[src/design/mul_div_64_unit_assert.svh]
// Assertion macros for the multiply-divide unit.
// Used by the top level; the including module must provide clk and rst.
`ifndef MUL_DIV_64_UNIT_ASSERT_SVH
`define MUL_DIV_64_UNIT_ASSERT_SVH

// Implication in the same cycle, checked outside reset.
`define MD64_ASSERT_SAME(label, ante, cons) \
  label: assert property (@(posedge clk) disable iff (rst) (ante) |-> (cons)) \
    else $error("mul_div_64_unit: same-cycle check failed");

// Implication after a fixed number of cycles, checked outside reset.
`define MD64_ASSERT_DELAY(label, ante, n, cons) \
  label: assert property (@(posedge clk) disable iff (rst) (ante) |-> ##n (cons)) \
    else $error("mul_div_64_unit: delayed check failed");

`endif

[src/design/md64_pkg.sv]
// Shared widths, constants and stage types for the multiply-divide unit.
// No dependencies; used by every module of the block.
package md64_pkg;

  localparam int MDW    = 64;
  localparam int HALF_W = MDW / 2;

  localparam logic [MDW-1:0] ALL_ONES = {MDW{1'b1}};

  // Number of division cells: one quotient bit per cell.
  localparam int DIV_CELLS = MDW;

  // Product as handed from the multiplier to the divider front end.
  typedef struct packed {
    logic           valid;
    logic [MDW-1:0] hi;
    logic [MDW-1:0] lo;
    logic [MDW-1:0] dvs;
  } md64_prod_t;

  // Data carried from one division cell to the next.
  typedef struct packed {
    logic           valid;
    logic           ovf;
    logic           dbz;
    logic [MDW-1:0] rem;
    logic [MDW-1:0] low;
    logic [MDW-1:0] quo;
    logic [MDW-1:0] dvs;
  } md64_stage_t;

endpackage

[src/design/md64_div_cell.sv]
// One restoring-division cell: produces a single quotient bit per transaction.
// Depends on md64_pkg.
module md64_div_cell (
  input  logic                  clk,
  input  logic                  rst,
  input  md64_pkg::md64_stage_t din,
  output md64_pkg::md64_stage_t dout
);

  localparam int W = md64_pkg::MDW;

  logic [W-1:0] rem_sh;
  logic [W:0]   diff;
  logic         take;

  // A set top bit means the shifted remainder exceeds the divisor, so the
  // 65-bit difference is then never negative.
  assign rem_sh = {din.rem[W-2:0], din.low[W-1]};
  assign diff   = {din.rem[W-1], rem_sh} - {1'b0, din.dvs};
  assign take   = ~diff[W];

  always_ff @(posedge clk) begin
    dout.ovf <= din.ovf;
    dout.dbz <= din.dbz;
    dout.rem <= take ? diff[W-1:0] : rem_sh;
    dout.low <= {din.low[W-2:0], 1'b0};
    dout.quo <= {din.quo[W-2:0], take};
    dout.dvs <= din.dvs;
    if (rst) begin
      dout.valid <= 1'b0;
    end else begin
      dout.valid <= din.valid;
    end
  end

endmodule

[config.mk]
export PLATFORM = sky130hd
export DESIGN_NAME = md64_div_cell
export DESIGN_NICKNAME = d
export VERILOG_FILES = /design/src/design/mul_div_64_unit_assert.svh /design/src/design/md64_pkg.sv /design/src/design/md64_div_cell.sv
export SDC_FILE = /design/constraint.sdc
export NUM_CORES = 1
export LEC_CHECK = 0
export BUFFER_PORTS_ARGS = -buffer_cell sky130_fd_sc_hd__buf_2
export CAP_MARGIN = 20
export CORE_AREA = 2 2 200 202
export DETAILED_ROUTE_END_ITERATION = 12
export DIE_AREA = 0 0 202 204
export GPL_ROUTABILITY_DRIVEN = 1
export SKIP_CTS_REPAIR_TIMING = 1
export SYNTH_ARGS = -nofsm -noshare
export SYNTH_HDL_FRONTEND = slang
export SYNTH_SLANG_ARGS = --single-unit
[constraint.sdc]
create_clock -name clk -period 8.5 [get_ports clk]
set_input_delay 1.275 -clock clk [delete_from_list [all_inputs] [get_ports clk]]
set_output_delay 1.275 -clock clk [all_outputs]
set_load 0.05 [all_outputs]
==> reports/results.tsv <==
metric	value	unit
DP Wirelength	30.4	mm
Gate power share	0.288	
worst-margin pin slew	0.743	ns
Max-slew headroom	0.498	
Slew Viols, Final	0	
Pleak	7.15	nW
total track usage	0.166	
crit path time final	5.20	ns
total congestion overflow	0	
sequential area share after synthesis	0.505	
CP required	8.92	ns
die area	0.0412	mm^2
IO Pins	520	
Warnings, synthesis	0	
chip height	204	um
Final ANT Viol Nets	0	
power per cell area	264	mW/mm^2
Net Switching	1.31	mW
Die W	202	um
critical-path maximum fanout	31	
synthesized area	0.0102	mm^2
WL per Instance	17.7	um
share of cells above drive strength 1	0.381	
Max VDD drop	157	uV
number of global-route vias before repair	9242	
Vias	9234	
Finish-stage setup viols	0	
RSZ-0062 raised after global routing	no	
largest net degree at the start of global routing	32	
most frequent cells in the layout	buf_2 (517), dfxtp_1 (258), inv_1 (87)	
Reg clk slew, reported paths	0.06	ns
final worst path period share	0.612	
outcome	complete, no violations	
CP endpoint kind	register	
max reg flops	258	
vias per cell	4.47	
Primary FF master, synth	dfxtp_1	
drt first pass iters	6	
Sink Count	258	
htree depth	1	
Hold Violations, Final	0	
largest reg by FF count	dout	
Design Area, Final	0.0144	mm^2
Post-Syn Nets	1329	
initial antenna violation count	10	
CP Class	primary input to register	
Mapped Cells	1003	
CTS tree	done	
nets	1846	
Iter 0 DRT Violations	420	
Distinct cells, synth	72	
Post-synth EDFFs	0	
Final Wtd Congestion	0.832	
top flop regs	dout (258)	
Seq pwr share	0.360	
share of flip-flops with an asynchronous set or reset	0	
CTS Buf Count	29	
Crit path arrival time	5.63	ns
Mapped Avg Cell Area	10.2	um^2
Clock Tree Buf Depth	3	
Core Rows	73	
Int Pwr	2.49	mW
Yosys reg bits	258	
core area	0.0392	mm^2
Setup TNS	0	ns
post-detailed-route DRC marker count	0	
first-pass GRT wire length	52.9	mm
most common cell after layout, fill and taps aside	buf_2	
Max-Cap Viols	0	
Sw Share	0.345	
Fmax	192	MHz
routed wire length	36.6	mm
placed inst area	0.0133	mm^2
startpoint types	primary input	
Initial Utilization	0.261	
synth-to-layout area growth	40.8	%
PortBufs	517	
Clk pwr share	0.352	
CTS Root Cell	clkbuf_16	
HP Class	primary input to register	
==> final cells by class <==
class | instances | area, um^2
clock inverters | 12 | 200
multi-input cells | 623 | 4580
repair buffers | 520 | 2610
inverters | 88 | 330
diodes | 2 | 5.00
well taps | 525 | 657
flip-flops and latches | 258 | 5160
fillers | 4042 | 24800
clock buffers | 40 | 837
==> worst max-delay path, stage by stage <==
cell and delay, ns:
buf_2 0.09, inv_1 0.06, ha_1 0.52, nand4_1 0.24
nor4b_2 0.52, nand4_1 0.14, o22a_1 0.24, a21oi_1 0.32
o21ai_1 0.15, and2_1 0.23, o211a_2 0.34, inv_2 0.53
buf_4 0.53, mux2_1 0.38
==> path summary, 6_finish.rpt <==
check / from / end / slack [ns] / cells past startpoint
setup / recovery: din[27] / dout[219] / 3.30 / 14
hold / removal: din[104] / dout[105] / 0.82 / 1
==> metal layers <==
| metal | share of wire | global-route usage | routed length [um] | up-vias |
|---|---|---|---|---|
| li1 | - | - | - | 4522 |
| met1 | 0.40 | 0.194 | 14700 | 4287 |
| met2 | 0.50 | 0.296 | 18200 | 351 |
| met3 | 0.077 | 0.0461 | 2820 | 58 |
| met4 | 0.022 | 0.0481 | 801 | 16 |
| met5 | 0.0029 | 0 | 107 | - |
==> cells in the mapped netlist, types with 5 or more instances <==
cell type,count,share of area
o31ai_1,5,0.0037
nor2b_1,12,0.0073
o21ai_1,17,0.0083
o21ai_0,19,0.0093
a211oi_1,5,0.0037
nand3_1,10,0.0049
o21a_1,6,0.0044
clkbuf_1,26,0.0095
nor2_1,42,0.015
xnor2_1,34,0.029
mux2_2,8,0.0088
mux2i_1,6,0.0059
o21bai_1,15,0.011
and3_1,9,0.0055
nand4_1,22,0.013
ha_1,64,0.078
a31oi_1,8,0.0049
nand2b_1,8,0.0049
a21oi_1,78,0.038
and2_1,5,0.0031
nor3_1,8,0.0039
xor2_1,23,0.020
inv_1,87,0.032
buf_2,6,0.0029
mux2_1,48,0.053
dfxtp_1,258,0.51
nand2_1,62,0.023
a21o_1,32,0.024
a311oi_1,5,0.0043
==> through the flow <==
step           setup WS [ns]   util  instances  hold WS (ns)  power [mW]
6_report                3.30  0.367       2068         0.816        3.79
5_1_grt                 2.88  0.367       2067         0.782        3.96
4_1_cts                 3.14  0.367       2066         0.777        3.85
3_5_place_dp            2.59  0.341       2014          1.38        2.49
3_3_place_gp            2.65  0.341       2014          1.38        2.49
2_1_floorplan           4.33      -       1003          1.30        2.19
==> power by group through the flow <==
stage / registers, mW / clock network [mW] / logic [mW]
after floorplan: 1.84 / 0 / 0.347
after global placement: 1.39 / 0 / 1.10
after detailed placement: 1.39 / 0 / 1.10
after CTS: 1.37 / 1.38 / 1.11
after global routing: 1.38 / 1.42 / 1.16
final: 1.37 / 1.34 / 1.09
==> kinds of logic after synthesis <==
kind of cell | Yosys count | share of synthesized area
DFF | 258 | 0.505
AOI/OAI and AO/OA | 236 | 0.151
and+or+nand+nor | 201 | 0.0990
buffers and inverters | 122 | 0.0463
adders and majority gates | 65 | 0.0803
muxes | 63 | 0.0690
xor gates and xnor gates | 57 | 0.0488
other | 1 | 0.000367
(Power assumes the default switching activity.)
